==> src/rtl/core/note_string_parser_macros.svh <==
// Assertion macros shared by the note string parser RTL.
// Expects clk and rst_n in the scope of every use; no other dependencies.
`ifndef NOTE_STRING_PARSER_MACROS_SVH
`define NOTE_STRING_PARSER_MACROS_SVH

// Same-cycle implication, disabled while in reset
`define NSP_ASSERT_NOW(label, ante, cons) \
    label: assert property (@(posedge clk) disable iff (!rst_n) (ante) |-> (cons)) \
        else $error("note_string_parser: same-cycle check failed");

// Next-cycle implication, disabled while in reset
`define NSP_ASSERT_NEXT(label, ante, cons) \
    label: assert property (@(posedge clk) disable iff (!rst_n) (ante) |=> (cons)) \
        else $error("note_string_parser: next-cycle check failed");

`endif

==> src/rtl/core/nsp_pkg.sv <==
// Types, command codes, character constants and defaults for the note string parser.
// No dependencies; used by the interfaces, the word queue and the top level.
package nsp_pkg;

    typedef logic [7:0]        sym_t;
    typedef logic [3:0]        code_t;
    typedef logic signed [5:0] shift_t;
    typedef logic [2:0]        octave_t;
    typedef logic [6:0]        level_t;
    typedef logic [10:0]       dur_t;
    typedef logic [1:0]        phase_t;

    // One note word as it leaves the block
    typedef struct packed {
        code_t   code;
        shift_t  semitones;
        octave_t octave;
        level_t  level;
        dur_t    duration;
        logic    run_end;
    } note_word_t;

    // Up to two words written into the output queue in one cycle
    typedef struct packed {
        logic [1:0] count;
        note_word_t w0;
        note_word_t w1;
    } push_t;

    // Command codes
    localparam code_t CODE_NOTE_A     = 4'd0;
    localparam code_t CODE_NOTE_G     = 4'd6;
    localparam code_t CODE_REST       = 4'd7;
    localparam code_t CODE_PLUS       = 4'd8;
    localparam code_t CODE_MINUS      = 4'd9;
    localparam code_t CODE_SHARP      = 4'd10;
    localparam code_t CODE_NATURAL    = 4'd11;
    localparam code_t CODE_OCT_UP     = 4'd12;
    localparam code_t CODE_OCT_DOWN   = 4'd13;
    localparam code_t CODE_VELOCITY   = 4'd14;
    localparam code_t CODE_MODULATION = 4'd15;

    // Characters
    localparam sym_t CHAR_A      = 8'h41;
    localparam sym_t CHAR_G      = 8'h47;
    localparam sym_t CHAR_R      = 8'h52;
    localparam sym_t CHAR_0      = 8'h30;
    localparam sym_t CHAR_9      = 8'h39;
    localparam sym_t CHAR_PLUS   = 8'h2B;
    localparam sym_t CHAR_MINUS  = 8'h2D;
    localparam sym_t CHAR_HASH   = 8'h23;
    localparam sym_t CHAR_EQUAL  = 8'h3D;
    localparam sym_t CHAR_LBRACK = 8'h5B;
    localparam sym_t CHAR_LESS   = 8'h3C;
    localparam sym_t CHAR_RBRACK = 8'h5D;
    localparam sym_t CHAR_MORE   = 8'h3E;
    localparam sym_t CHAR_V      = 8'h76;
    localparam sym_t CHAR_M      = 8'h6D;

    // Defaults and limits
    localparam dur_t    DEF_LENGTH   = 11'd120;
    localparam dur_t    MAX_LENGTH   = 11'd2047;
    localparam level_t  DEF_LEVEL    = 7'd100;
    localparam level_t  MAX_LEVEL    = 7'd127;
    localparam shift_t  SHIFT_MAX    = 6'sd31;
    localparam shift_t  SHIFT_MIN    = -6'sd32;
    localparam octave_t OCT_MAX      = 3'd7;
    localparam shift_t  RST_START_SHIFT  = 6'sd1;
    localparam octave_t RST_START_OCTAVE = 3'd4;

    // Register index (paddr bit 2)
    localparam logic REG_START_SHIFT  = 1'b0;
    localparam logic REG_START_OCTAVE = 1'b1;

    // Output queue depth (at least two)
    localparam int NSP_FIFO_DEPTH = 4;

endpackage

==> src/rtl/core/nsp_in_if.sv <==
// Character channel into the note string parser: valid/ready plus one character.
// Depends on nsp_pkg.
interface nsp_in_if;
    logic          valid;
    logic          ready;
    nsp_pkg::sym_t symbol;
    logic          string_end;

    modport source (output valid, output symbol, output string_end, input ready);
    modport sink   (input valid, input symbol, input string_end, output ready);
endinterface

==> src/rtl/core/nsp_out_if.sv <==
// Note word channel out of the note string parser: valid/ready plus one word.
// Depends on nsp_pkg.
interface nsp_out_if;
    logic             valid;
    logic             ready;
    nsp_pkg::code_t   code;
    nsp_pkg::shift_t  semitones;
    nsp_pkg::octave_t octave;
    nsp_pkg::level_t  level;
    nsp_pkg::dur_t    duration;
    logic             run_end;

    modport source (output valid, output code, output semitones, output octave,
                    output level, output duration, output run_end, input ready);
    modport sink   (input valid, input code, input semitones, input octave,
                    input level, input duration, input run_end, output ready);
endinterface

==> src/rtl/core/nsp_out_fifo.sv <==
// Output word queue: takes up to two words per cycle, hands out one per beat.
// Depends on nsp_pkg and nsp_out_if.
module nsp_out_fifo #(
    parameter int DEPTH = nsp_pkg::NSP_FIFO_DEPTH
) (
    input  logic          clk,
    input  logic          rst_n,
    input  nsp_pkg::push_t push,
    output logic          room2,
    nsp_out_if.source     words
);
    import nsp_pkg::*;

    localparam int PW = (DEPTH > 1) ? $clog2(DEPTH) : 1;
    localparam int CW = $clog2(DEPTH + 1);

    note_word_t      mem_reg [DEPTH];
    logic [PW-1:0]   wr_ptr_reg, wr_ptr_next;
    logic [PW-1:0]   rd_ptr_reg, rd_ptr_next;
    logic [CW-1:0]   cnt_reg, cnt_next;
    logic [PW-1:0]   wr_ptr_plus1;
    logic            pop;

    function automatic logic [PW-1:0] ptr_inc(input logic [PW-1:0] p);
        return (p == PW'(DEPTH - 1)) ? '0 : p + 1'b1;
    endfunction

    assign pop          = words.valid & words.ready;
    assign wr_ptr_plus1 = ptr_inc(wr_ptr_reg);
    assign room2        = (cnt_reg <= CW'(DEPTH - 2));

    // Advance pointers and occupancy
    always_comb
    begin
        wr_ptr_next = wr_ptr_reg;
        case (push.count)
            2'd1:    wr_ptr_next = wr_ptr_plus1;
            2'd2:    wr_ptr_next = ptr_inc(wr_ptr_plus1);
            default: wr_ptr_next = wr_ptr_reg;
        endcase
        rd_ptr_next = pop ? ptr_inc(rd_ptr_reg) : rd_ptr_reg;
        cnt_next    = cnt_reg + CW'(push.count) - CW'(pop);
    end

    always_ff @(posedge clk or negedge rst_n)
    begin
        if (!rst_n)
        begin
            wr_ptr_reg <= '0;
            rd_ptr_reg <= '0;
            cnt_reg    <= '0;
        end
        else
        begin
            wr_ptr_reg <= wr_ptr_next;
            rd_ptr_reg <= rd_ptr_next;
            cnt_reg    <= cnt_next;
        end
    end

    // Store words; the second lands one slot after the first
    always_ff @(posedge clk)
    begin
        if (push.count != 2'd0)
        begin
            mem_reg[wr_ptr_reg] <= push.w0;
        end
        if (push.count == 2'd2)
        begin
            mem_reg[wr_ptr_plus1] <= push.w1;
        end
    end

    // Present the head word
    assign words.valid     = (cnt_reg != '0);
    assign words.code      = mem_reg[rd_ptr_reg].code;
    assign words.semitones = mem_reg[rd_ptr_reg].semitones;
    assign words.octave    = mem_reg[rd_ptr_reg].octave;
    assign words.level     = mem_reg[rd_ptr_reg].level;
    assign words.duration  = mem_reg[rd_ptr_reg].duration;
    assign words.run_end   = mem_reg[rd_ptr_reg].run_end;

endmodule

==> src/rtl/core/note_string_parser.sv <==
// Top level of the note string parser: input register, command step, config registers.
// Depends on nsp_pkg, nsp_in_if, nsp_out_if, nsp_out_fifo and the assertion macros.
//
// Characters enter on the notes channel, one per beat, and note words leave on the words
// channel. A character is taken into an input register and processed once the queue has
// room for two words, when its words (zero, one or two) are written into a queue of
// FIFO_DEPTH words; the queue registers them, and the first word is presented from there.
// The input takes one character per cycle as long as the queue has room for two words;
// the queue drains one word per cycle while the words channel is ready, so a character
// that emits two words costs twice the output bandwidth of one that emits a single word.
// start_shift (byte 0) and start_octave (byte 4) take effect at the next string start.
`include "note_string_parser_macros.svh"

module note_string_parser #(
    parameter int FIFO_DEPTH = nsp_pkg::NSP_FIFO_DEPTH
) (
    input  logic        clk,
    input  logic        rst_n,
    nsp_in_if.sink      notes,
    nsp_out_if.source   words,
    input  logic        psel,
    input  logic        penable,
    input  logic        pwrite,
    input  logic [2:0]  paddr,
    input  logic [31:0] pwdata,
    output logic [31:0] prdata,
    output logic        pready
);
    import nsp_pkg::*;

    // Configuration
    shift_t  start_shift_reg;
    octave_t start_oct_reg;
    logic    cfg_wr;

    // Input register
    logic    in_v_reg;
    sym_t    sym_reg;
    logic    end_reg;
    logic    adv;
    logic    room2;

    // Parser state
    logic    pend_reg, pend_next;
    code_t   pcode_reg, pcode_next;
    shift_t  shift_reg, shift_next;
    octave_t oct_reg, oct_next;
    phase_t  phase_reg, phase_next;
    dur_t    dv_reg, dv_next;
    logic    seen_reg, seen_next;
    logic    fresh_reg;

    // Step signals
    shift_t  e_shift;
    octave_t e_oct;
    logic    e_pend;
    logic    is_digit;
    logic    is_acc;
    logic    dec_valid;
    code_t   dec_code;
    logic [3:0]  digit;
    logic [14:0] acc_sum;
    note_word_t  word_a, word_b;
    logic    a_valid, b_valid;
    push_t   push;

    function automatic shift_t shift_up(input shift_t s);
        return (s == SHIFT_MAX) ? s : shift_t'(s + 6'sd1);
    endfunction

    function automatic shift_t shift_down(input shift_t s);
        return (s == SHIFT_MIN) ? s : shift_t'(s - 6'sd1);
    endfunction

    function automatic note_word_t make_word(input code_t c, input shift_t s,
                                             input octave_t o, input dur_t dv,
                                             input logic seen);
        note_word_t w;
        w.code      = c;
        w.semitones = s;
        w.octave    = o;
        w.run_end   = 1'b0;
        if (c == CODE_VELOCITY || c == CODE_MODULATION)
        begin
            if (seen)
                w.level = (dv > dur_t'(MAX_LEVEL)) ? MAX_LEVEL : dv[6:0];
            else
                w.level = (c == CODE_MODULATION) ? 7'd0 : DEF_LEVEL;
            w.duration = DEF_LENGTH;
        end
        else
        begin
            w.level    = DEF_LEVEL;
            w.duration = seen ? dv : DEF_LENGTH;
        end
        return w;
    endfunction

    // Config port: always ready, write on the access cycle
    assign pready = 1'b1;
    assign cfg_wr = psel & penable & pwrite;

    always_ff @(posedge clk or negedge rst_n)
    begin
        if (!rst_n)
        begin
            start_shift_reg <= RST_START_SHIFT;
            start_oct_reg   <= RST_START_OCTAVE;
        end
        else if (cfg_wr)
        begin
            case (paddr[2])
                REG_START_SHIFT:  start_shift_reg <= shift_t'(pwdata[5:0]);
                REG_START_OCTAVE: start_oct_reg   <= pwdata[2:0];
                default:          ;
            endcase
        end
    end

    always_comb
    begin
        case (paddr[2])
            REG_START_SHIFT:  prdata = {26'd0, start_shift_reg};
            REG_START_OCTAVE: prdata = {29'd0, start_oct_reg};
            default:          prdata = '0;
        endcase
    end

    // Input register: hold a character until the queue can take two words
    assign adv          = in_v_reg & room2;
    assign notes.ready  = ~in_v_reg | room2;

    always_ff @(posedge clk or negedge rst_n)
    begin
        if (!rst_n)
        begin
            in_v_reg <= 1'b0;
        end
        else if (notes.ready)
        begin
            in_v_reg <= notes.valid;
        end
    end

    always_ff @(posedge clk)
    begin
        if (notes.valid & notes.ready)
        begin
            sym_reg <= notes.symbol;
            end_reg <= notes.string_end;
        end
    end

    // Decode the character
    always_comb
    begin
        dec_valid = 1'b1;
        dec_code  = CODE_NOTE_A;
        if (sym_reg >= CHAR_A && sym_reg <= CHAR_G)
        begin
            dec_code = code_t'(sym_reg - CHAR_A);
        end
        else
        begin
            case (sym_reg)
                CHAR_R:      dec_code = CODE_REST;
                CHAR_PLUS:   dec_code = CODE_PLUS;
                CHAR_MINUS:  dec_code = CODE_MINUS;
                CHAR_HASH:   dec_code = CODE_SHARP;
                CHAR_EQUAL:  dec_code = CODE_NATURAL;
                CHAR_LBRACK: dec_code = CODE_OCT_UP;
                CHAR_LESS:   dec_code = CODE_OCT_UP;
                CHAR_RBRACK: dec_code = CODE_OCT_DOWN;
                CHAR_MORE:   dec_code = CODE_OCT_DOWN;
                CHAR_V:      dec_code = CODE_VELOCITY;
                CHAR_M:      dec_code = CODE_MODULATION;
                default:     dec_valid = 1'b0;
            endcase
        end
    end

    assign is_digit = (sym_reg >= CHAR_0) && (sym_reg <= CHAR_9);
    assign digit    = 4'(sym_reg - CHAR_0);
    assign acc_sum  = {4'd0, dv_reg} * 15'd10 + {11'd0, digit};

    // Start-of-string view of the state
    assign e_shift = fresh_reg ? start_shift_reg : shift_reg;
    assign e_oct   = fresh_reg ? start_oct_reg : oct_reg;
    assign e_pend  = pend_reg & ~fresh_reg;
    assign is_acc  = (sym_reg == CHAR_HASH || sym_reg == CHAR_EQUAL) && e_pend &&
                     (phase_reg != 2'd0) && !seen_reg;

    // Command step: accumulate digits, apply accidentals, or emit and open any new command
    always_comb
    begin
        pend_next  = e_pend;
        pcode_next = pcode_reg;
        shift_next = e_shift;
        oct_next   = e_oct;
        phase_next = phase_reg;
        dv_next    = dv_reg;
        seen_next  = seen_reg;
        a_valid    = 1'b0;
        word_a     = make_word(pcode_reg, e_shift, e_oct, dv_reg, seen_reg);

        if (is_digit)
        begin
            if (e_pend)
            begin
                seen_next  = 1'b1;
                phase_next = 2'd0;
                dv_next    = (acc_sum > 15'(MAX_LENGTH)) ? MAX_LENGTH : acc_sum[10:0];
            end
        end
        else if (is_acc)
        begin
            if (sym_reg == CHAR_HASH)
                shift_next = shift_up((phase_reg == 2'd1) ? 6'sd0 : e_shift);
            else
                shift_next = shift_down((phase_reg == 2'd1) ? 6'sd0 : e_shift);
            phase_next = (phase_reg == 2'd3) ? 2'd0 : phase_reg + 2'd1;
        end
        else
        begin
            a_valid    = e_pend;
            pend_next  = dec_valid;
            pcode_next = dec_valid ? dec_code : CODE_NOTE_A;
            dv_next    = '0;
            seen_next  = 1'b0;
            phase_next = (dec_valid && dec_code <= CODE_NOTE_G) ? 2'd1 : 2'd0;
            if (dec_valid)
            begin
                if (dec_code <= CODE_NOTE_G)
                begin
                    shift_next = 6'sd0;
                end
                else
                begin
                    case (dec_code)
                        CODE_PLUS:     shift_next = shift_up(e_shift);
                        CODE_SHARP:    shift_next = shift_up(e_shift);
                        CODE_MINUS:    shift_next = shift_down(e_shift);
                        CODE_NATURAL:  shift_next = shift_down(e_shift);
                        CODE_OCT_UP:   oct_next = (e_oct == OCT_MAX) ? e_oct : e_oct + 3'd1;
                        CODE_OCT_DOWN: oct_next = (e_oct == 3'd0) ? e_oct : e_oct - 3'd1;
                        default:       ;
                    endcase
                end
            end
        end

        // Flush the pending command at the end of the string
        word_b  = make_word(pcode_next, shift_next, oct_next, dv_next, seen_next);
        b_valid = end_reg & pend_next;
        if (end_reg)
        begin
            pend_next  = 1'b0;
            pcode_next = CODE_NOTE_A;
            dv_next    = '0;
            seen_next  = 1'b0;
            phase_next = 2'd0;
        end
    end

    // Pack the words for the queue; run_end goes on the last word of the string
    always_comb
    begin
        push.count = adv ? (2'(a_valid) + 2'(b_valid)) : 2'd0;
        push.w0    = a_valid ? word_a : word_b;
        push.w0.run_end = end_reg & ~(a_valid & b_valid);
        push.w1    = word_b;
        push.w1.run_end = 1'b1;
    end

    // Hold parser state
    always_ff @(posedge clk or negedge rst_n)
    begin
        if (!rst_n)
        begin
            pend_reg  <= 1'b0;
            pcode_reg <= CODE_NOTE_A;
            shift_reg <= RST_START_SHIFT;
            oct_reg   <= RST_START_OCTAVE;
            phase_reg <= 2'd0;
            dv_reg    <= '0;
            seen_reg  <= 1'b0;
            fresh_reg <= 1'b1;
        end
        else if (adv)
        begin
            pend_reg  <= pend_next;
            pcode_reg <= pcode_next;
            shift_reg <= shift_next;
            oct_reg   <= oct_next;
            phase_reg <= phase_next;
            dv_reg    <= dv_next;
            seen_reg  <= seen_next;
            fresh_reg <= end_reg;
        end
    end

    nsp_out_fifo #(
        .DEPTH (FIFO_DEPTH)
    ) u_out_fifo (
        .clk   (clk),
        .rst_n (rst_n),
        .push  (push),
        .room2 (room2),
        .words (words)
    );

    // Checks
    `NSP_ASSERT_NOW(a_fresh_idle, fresh_reg, !pend_reg)
    `NSP_ASSERT_NOW(a_digits_pending, seen_reg, pend_reg && phase_reg == 2'd0)
    `NSP_ASSERT_NEXT(a_stall_holds, in_v_reg && !room2, in_v_reg && $stable(sym_reg))
    `NSP_ASSERT_NEXT(a_end_flushes, adv && end_reg, fresh_reg && !pend_reg)

endmodule

==> src/flat_wrapper.sv <==
// flat-port wrapper written by rule: the top's interface ports become plain ports
module note_string_parser_flat import nsp_pkg::*;
#(
    parameter int FIFO_DEPTH = nsp_pkg::NSP_FIFO_DEPTH
)
  (clk, rst_n, psel, penable, pwrite, paddr, pwdata, prdata, pready, notes_valid, notes_symbol, notes_string_end, notes_ready, words_valid, words_code, words_semitones, words_octave, words_level, words_duration, words_run_end, words_ready);
  nsp_in_if notes_i ();
  nsp_out_if words_i ();
  input  logic clk;
  input  logic rst_n;
  input  logic psel;
  input  logic penable;
  input  logic pwrite;
  input  logic [2:0] paddr;
  input  logic [31:0] pwdata;
  output logic [31:0] prdata;
  output logic pready;
  input wire logic [$bits(notes_i.valid)-1:0] notes_valid;
  input wire logic [$bits(notes_i.symbol)-1:0] notes_symbol;
  input wire logic [$bits(notes_i.string_end)-1:0] notes_string_end;
  output wire logic [$bits(notes_i.ready)-1:0] notes_ready;
  output wire logic [$bits(words_i.valid)-1:0] words_valid;
  output wire logic [$bits(words_i.code)-1:0] words_code;
  output wire logic [$bits(words_i.semitones)-1:0] words_semitones;
  output wire logic [$bits(words_i.octave)-1:0] words_octave;
  output wire logic [$bits(words_i.level)-1:0] words_level;
  output wire logic [$bits(words_i.duration)-1:0] words_duration;
  output wire logic [$bits(words_i.run_end)-1:0] words_run_end;
  input wire logic [$bits(words_i.ready)-1:0] words_ready;
  assign notes_i.valid = notes_valid;
  assign notes_i.symbol = notes_symbol;
  assign notes_i.string_end = notes_string_end;
  assign notes_ready = notes_i.ready;
  assign words_valid = words_i.valid;
  assign words_code = words_i.code;
  assign words_semitones = words_i.semitones;
  assign words_octave = words_i.octave;
  assign words_level = words_i.level;
  assign words_duration = words_i.duration;
  assign words_run_end = words_i.run_end;
  assign words_i.ready = words_ready;
  note_string_parser #(.FIFO_DEPTH(FIFO_DEPTH)) u_core (.clk(clk), .rst_n(rst_n), .notes(notes_i), .words(words_i), .psel(psel), .penable(penable), .pwrite(pwrite), .paddr(paddr), .pwdata(pwdata), .prdata(prdata), .pready(pready));
endmodule
==> config.mk <==
export PLATFORM = sky130hd
export DESIGN_NAME = note_string_parser_flat
export DESIGN_NICKNAME = d
export VERILOG_FILES = /design/src/rtl/core/nsp_pkg.sv /design/src/rtl/core/nsp_in_if.sv /design/src/rtl/core/nsp_out_if.sv /design/src/rtl/core/nsp_out_fifo.sv /design/src/rtl/core/note_string_parser.sv /design/src/flat_wrapper.sv
export VERILOG_INCLUDE_DIRS = /design/src /design/src/rtl/core
export SDC_FILE = /design/constraint.sdc
export NUM_CORES = 1
export LEC_CHECK = 0
export ABC_AREA = 1
export BUFFER_PORTS_ARGS = -buffer_cell sky130_fd_sc_hd__clkbuf_2
export CAP_MARGIN = 20
export CORE_AREA = 2 2 150 137
export CTS_BUF_LIST = sky130_fd_sc_hd__clkbuf_8
export CTS_CLUSTER_DIAMETER = 60
export DETAILED_ROUTE_END_ITERATION = 16
export DIE_AREA = 0 0 152 139
export PLACE_DENSITY = 0.8
export SKIP_LAST_GASP = 1
export SLEW_MARGIN = 10
export SYNTH_ARGS = -nofsm -noshare
export SYNTH_HDL_FRONTEND = slang
export SYNTH_SLANG_ARGS = --single-unit
==> constraint.sdc <==
create_clock -name clk -period 5.05 [get_ports clk]
set_input_delay 1.01 -clock clk [delete_from_list [all_inputs] [get_ports clk]]
set_output_delay 1.01 -clock clk [all_outputs]
set_load 0.02 [all_outputs]
Yosys cells after proc, flatten, opt, wreduce, memory -nomap -nowiden
Memory sizes are Yosys's and may differ from the RTL's.
Index checks and enable logic that the tools add are counted.
{"block": "op_classes", "addsub": 16, "mul": 1, "n_lt_le_gt_ge": 9, "n_eq_ne": 34, "n_mux": 69, "n_bitwise": 14, "n_reduce_logical": 23}
{"op": "11-bit two-way mux", "n": 7}
{"op": "6-bit two-way mux", "n": 11}
{"op": "32-bit case mux with 2 select lines", "n": 1}
{"op": "8-bit by 6-bit == test with 1-bit output (second input constant)", "n": 6}
{"op": "7-bit two-way mux", "n": 6}
{"op": "4-bit == test (second input constant)", "n": 10}
{"op": "8-bit by 7-bit == test with 1-bit output (second input constant)", "n": 5}
{"op": "18-bit two-way mux", "n": 2}
{"op": "4-bit case mux with 9 select lines", "n": 1}
{"op": "32-bit two-way mux", "n": 1}
{"op": "6-bit == test (second input constant)", "n": 4}
{"op": "11-bit by 7-bit > comparator with 1-bit output (second input constant)", "n": 2}
{"op": "3-bit two-way mux", "n": 7}
{"op": "4-bit two-way mux", "n": 5}
{"op": "2-bit two-way mux", "n": 9}
{"op": "1-bit two-way mux", "n": 16}
{"op": "15-bit by 4-bit adder with 15-bit output", "n": 1}
{"op": "15-bit by 11-bit > comparator with 1-bit output (second input constant)", "n": 1}
{"op": "11-bit by 3-bit multiplier with 14-bit output (second input constant)", "n": 1}
{"op": "6-bit by 2-bit adder with 6-bit output (second input constant)", "n": 2}
{"op": "6-bit case mux with 2 select lines", "n": 1}
{"op": "6-bit by 2-bit subtractor with 6-bit output (second input constant)", "n": 2}
{"op": "11-bit OR reduction", "n": 1}
{"op": "2-bit == test (second input constant)", "n": 5}
{"op": "other kinds (29)", "n": 59}
{"block": "word_totals", "reg_bits": 55, "mem_bits_rw": 128, "in_bits": 51, "output_inout_bits": 67, "wordCells": 183, "memories": 1}
{"memory": "u_core.u_out_fifo.mem_reg", "depth": 4, "width": 32, "rd": 1, "rd_ports_with_merged_regs": 0, "wr": 2, "line_no": "nsp_out_fifo.sv:17", "text": "note_word_t mem_reg [DEPTH];"}

Logic depth before layout (Yosys ltp)
{"block": "logic_depth", "depth_word": 13, "depth_mapped": 24, "ltp_nobuf": 23}

Modules after synthesis
Synthesis repeated with hierarchy kept, for this count alone.
{"block": "unflattened", "cells_unflattened": 1518, "area_unflattened_um2": 12213.0}
{"mod": "nsp_out_fifo", "n_inst": 1, "cells_each": 692, "area_each_um2": 6874.1, "seq_area_each_um2": 4018.9}
{"mod": "note_string_parser", "n_inst": 1, "cells_each": 826, "area_each_um2": 5338.9, "seq_area_each_um2": 1252.5}

Worst setup path before layout
OpenSTA, ideal clock, no wires.
{"block": "synth_path", "path_type": "register to register", "from": "register u_core.sym_reg[0]", "to": "memory u_core.u_out_fifo.mem_reg[1][0] (netlist bit)", "setup_ns": 0.119, "t_arrival_ns": 3.788, "required_ns": 4.931, "setup_slack_ns": 1.143, "path_stages_with_launch": 16, "n_path_buf": 2, "period_less_slack_ns": 3.907, "path_cell_list": "edfxtp_1 > inv_1 > ha_1 > nor3_1 > nor4_4 > nor2_4 > inv_2 > nor2_1 > clkbuf_1 > ha_1 > nand2_1 > ha_1 > nand2_1 > clkbuf_1 > nand2_1 > o22a_1"}
{"item": "start: declaration", "line_no": "note_string_parser.sv:38", "text": "sym_t sym_reg;"}
{"item": "start signal: assignment", "line_no": "note_string_parser.sv:149", "text": "sym_reg <= notes.symbol;"}
{"item": "end: declaration", "line_no": "nsp_out_fifo.sv:17"}

==> run_results.csv <==
group,metric,value,unit
finish,final_common_cell,"nand2_1",
logic_synthesis,ys.warnings.count,0,
logic_synthesis,async_flop_share,0.251,
sta,finalHoldViolCount,0,
clock_network,ctsRootBufferMaster,"clkbuf_8",
detailed_routing,avgRoutedWirePerCell,17.5,um
logic_synthesis,synth_top_area_cell,"edfxtp_1",
sta,timing.final.crit_share,0.834,
global_routing,grt_max_degree,68,
sta,clock.fmax,0.237,GHz
critical_path,reg2reg_to,"u_core.u_out_fifo.mem_reg[1][19]",
global_routing,grt_first_pass_wirelength,50400,um
finish,layout_common_cells,"374 x nand2_1, 144 x o21ai_0, 138 x nor2_1, 133 x edfxtp_1, 131 x inv_1",
placement,place_area,12400,sq um
floorplan,fp-row-count,49,
logic_synthesis,synth_area_leaders,"edfxtp_1 34%, nand2_1 12%, dfrtp_1 8.6%",
clock_network,cts_hold_buf,0,
clock_network,cts_tree,"done",
floorplan,fp.dieW,152,um
finish,ff_latch_area,5230,sq um
finish,finish.utilization,0.650,
critical_path,worst_r2r_path_depth,16,
clock_network,clockBufferDepth,2,
detailed_routing,first_pass_iters,7,
detailed_routing,ant_nets,0,
finish,diodes,0,
detailed_routing,wl,31700,um
detailed_routing,vias,10800,
logic_synthesis,syn-instance-count,1494,
detailed_routing,drt_iter0_markers,1239,
critical_path,r2r_slack,0.84,ns
global_routing,grt.total_usage,0.298,
logic_synthesis,ys_seq_area_frac,0.439,
global_routing,first_global_vias,9951,
pwr,peakVddDrop,0.000280,V
clock_network,clkLatencyLatePin,0.49,ns
placement,dp_cells,1778,
finish,fillers,1674,
sta,slew_viol_final,0,
finish,multi_input_area,5790,sq um
critical_path,crit_path_end,"u_core.u_out_fifo.mem_reg[1][19]",
global_routing,antenna_found_initial,0,
clock_network,cts_buffers,17,
clock_network,cts_resized,0,
clock_network,htreeDepth,4,
logic_synthesis,synth_edf_count,133,
logic_synthesis,synth.avg_cell_area,7.97,sq um
sta,setup_ws,0.839,ns
sta,rsz0062_at_grt,"no",
logic_synthesis,ys_seq_elements,183,
sta,finalClockSkew,0.0182,ns
logic_synthesis,yosysUniqueCellTypes,53,
critical_path,startpoint_type,"flop",
critical_path,critPathLaunch,"u_core.sym_reg[0]",
floorplan,core,19700,sq um
floorplan,die_h,139,um
detailed_routing,drc_errors,0,
critical_path,worstPathRequired,5.24,ns
floorplan,die_area,21100,sq um
logic_synthesis,ys.flop_type,"edfxtp_1",
clock_network,post_cts_buffers,0,
placement,gp_congestion,0.971,
sta,fin_setup_tns,0,ns
finish,drive_gt1_frac,0.129,
pwr,leakagePower,5.67,nW
placement,dpl.hpwl,22000,um
placement,post-place-ws,0.914,ns
critical_path,r2r_start,"u_core.sym_reg[0]",
critical_path,critPathMaxFanout,14,
sta,maxSlewHeadroom,0.404,
sta,worst_slew_pin_slew,0.887,ns
outcome,status,"finished, final reports clean",
detailed_routing,drt-vias-per-instance,5.96,
clock_network,path_clk_slew,0.10,ns
finish,largest_register_ffs,128,
critical_path,setup.worst_path.end_class,"flop",
sta,finalSetupViolations,0,
floorplan,pin_count,118,
sta,fin_crit,4.21,ns
global_routing,gr-total-overflow,0,
placement,numPortBuffers,62,
run,drv_cap,0,
pwr,power.density,424,nW/um^2
finish,area_delta_synth_final,7.36,%
clock_network,clock_sinks,183,
floorplan,start_util,0.605,
worst_hold_path,min_path_type,"flop to flop",
critical_path,critPathKind,"flop to flop",
finish,nets,1647,
finish,final_area,12800,sq um
logic_synthesis,syn_area,11900,sq um
critical_path,arrival,4.40,ns
logic_synthesis,yosys.area.top_type_share,0.335,
finish,stdcell_count,1810,
-- worst max-delay path: stages (launching register included) --
cell      delay, ns
edfxtp_1       0.45
inv_1          0.14
ha_1           0.27
nor3_1         0.34
nor4_4         0.10
nor2_4         0.23
inv_2          0.12
o21ai_0        0.30
nor2_1         0.09
ha_1           0.30
nand2_1        0.14
ha_1           0.29
nand2_1        0.25
inv_1          0.14
nor2_1         0.06
inv_1          0.47
o22ai_1        0.22
-- metal layers --
metal,GRT usage,share of wire,vias to the layer above
li1,-,-,5139
met2,0.467,0.45,606
met3,0.0600,0.10,86
met4,0.116,0.033,0
met1,0.412,0.41,4965
met5,0,0,-
-- area by class of cell --
class,count,share of cell area
repair buffers,86,0.0383
clock buffers,17,0.0183
well taps,255,0.0249
multi-input cells,1101,0.452
inverters,153,0.0449
flip-flops and latches,183,0.409
clock inverters,15,0.0121
-- kinds of logic after synthesis --
family	Yosys count	share of synthesized area
flip-flops	183	0.439
XOR/XNOR	20	0.0147
adder cells (fa/ha/maj)	54	0.0586
AND/OR/NAND/NOR	676	0.244
AO/OA/AOI/OAI	324	0.160
other	2	0.000630
buffers and inverters	235	0.0834
-- worst min path at each step --
stage               depth (start not counted)                         endpoint                             from
global placement                            1  u_core.u_out_fifo.mem_reg[1][0]  u_core.u_out_fifo.mem_reg[1][0]
detailed placement                          1  u_core.u_out_fifo.mem_reg[1][0]  u_core.u_out_fifo.mem_reg[1][0]
finish                                      1  u_core.u_out_fifo.mem_reg[1][0]  u_core.u_out_fifo.mem_reg[1][0]
CTS                                         1  u_core.u_out_fifo.mem_reg[1][0]  u_core.u_out_fifo.mem_reg[1][0]
global route                                1  u_core.u_out_fifo.mem_reg[1][0]  u_core.u_out_fifo.mem_reg[1][0]
floorplan                                   2                u_core.oct_reg[1]                u_core.oct_reg[1]
-- cells in the mapped netlist, drive strengths merged (3+ instances only) --
library cell / number
xor2: 11
dfrtp: 41
a31oi: 9
nand4: 17
ha: 51
inv: 152
nor2: 155
dfxtp: 4
o22ai: 94
xnor2: 9
nor4: 3
a211oi: 4
a21oi: 25
o31ai: 5
dfstp: 5
clkbuf: 47
buf: 35
nand2: 390
edfxtp: 133
fa: 3
o21ai: 163
o22a: 4
o211ai: 7
nand3: 95
nor3: 10
or2: 4
-- where the power goes --
part,internal (mW),switching (mW),total [mW]
clock network,0.367,0.608,0.975
registers,1.78,0.133,1.91
logic,0.755,1.78,2.54
-- stage by stage --
step | power [mW] | hold WS [ns]
CTS | 5.39 | 0.489
detailed placement | 4.43 | 0.465
global route | 5.76 | 0.517
floorplan | 3.72 | 0.448
finish | 5.43 | 0.490
global placement | 4.35 | 0.460
(Power assumes the default switching activity.)
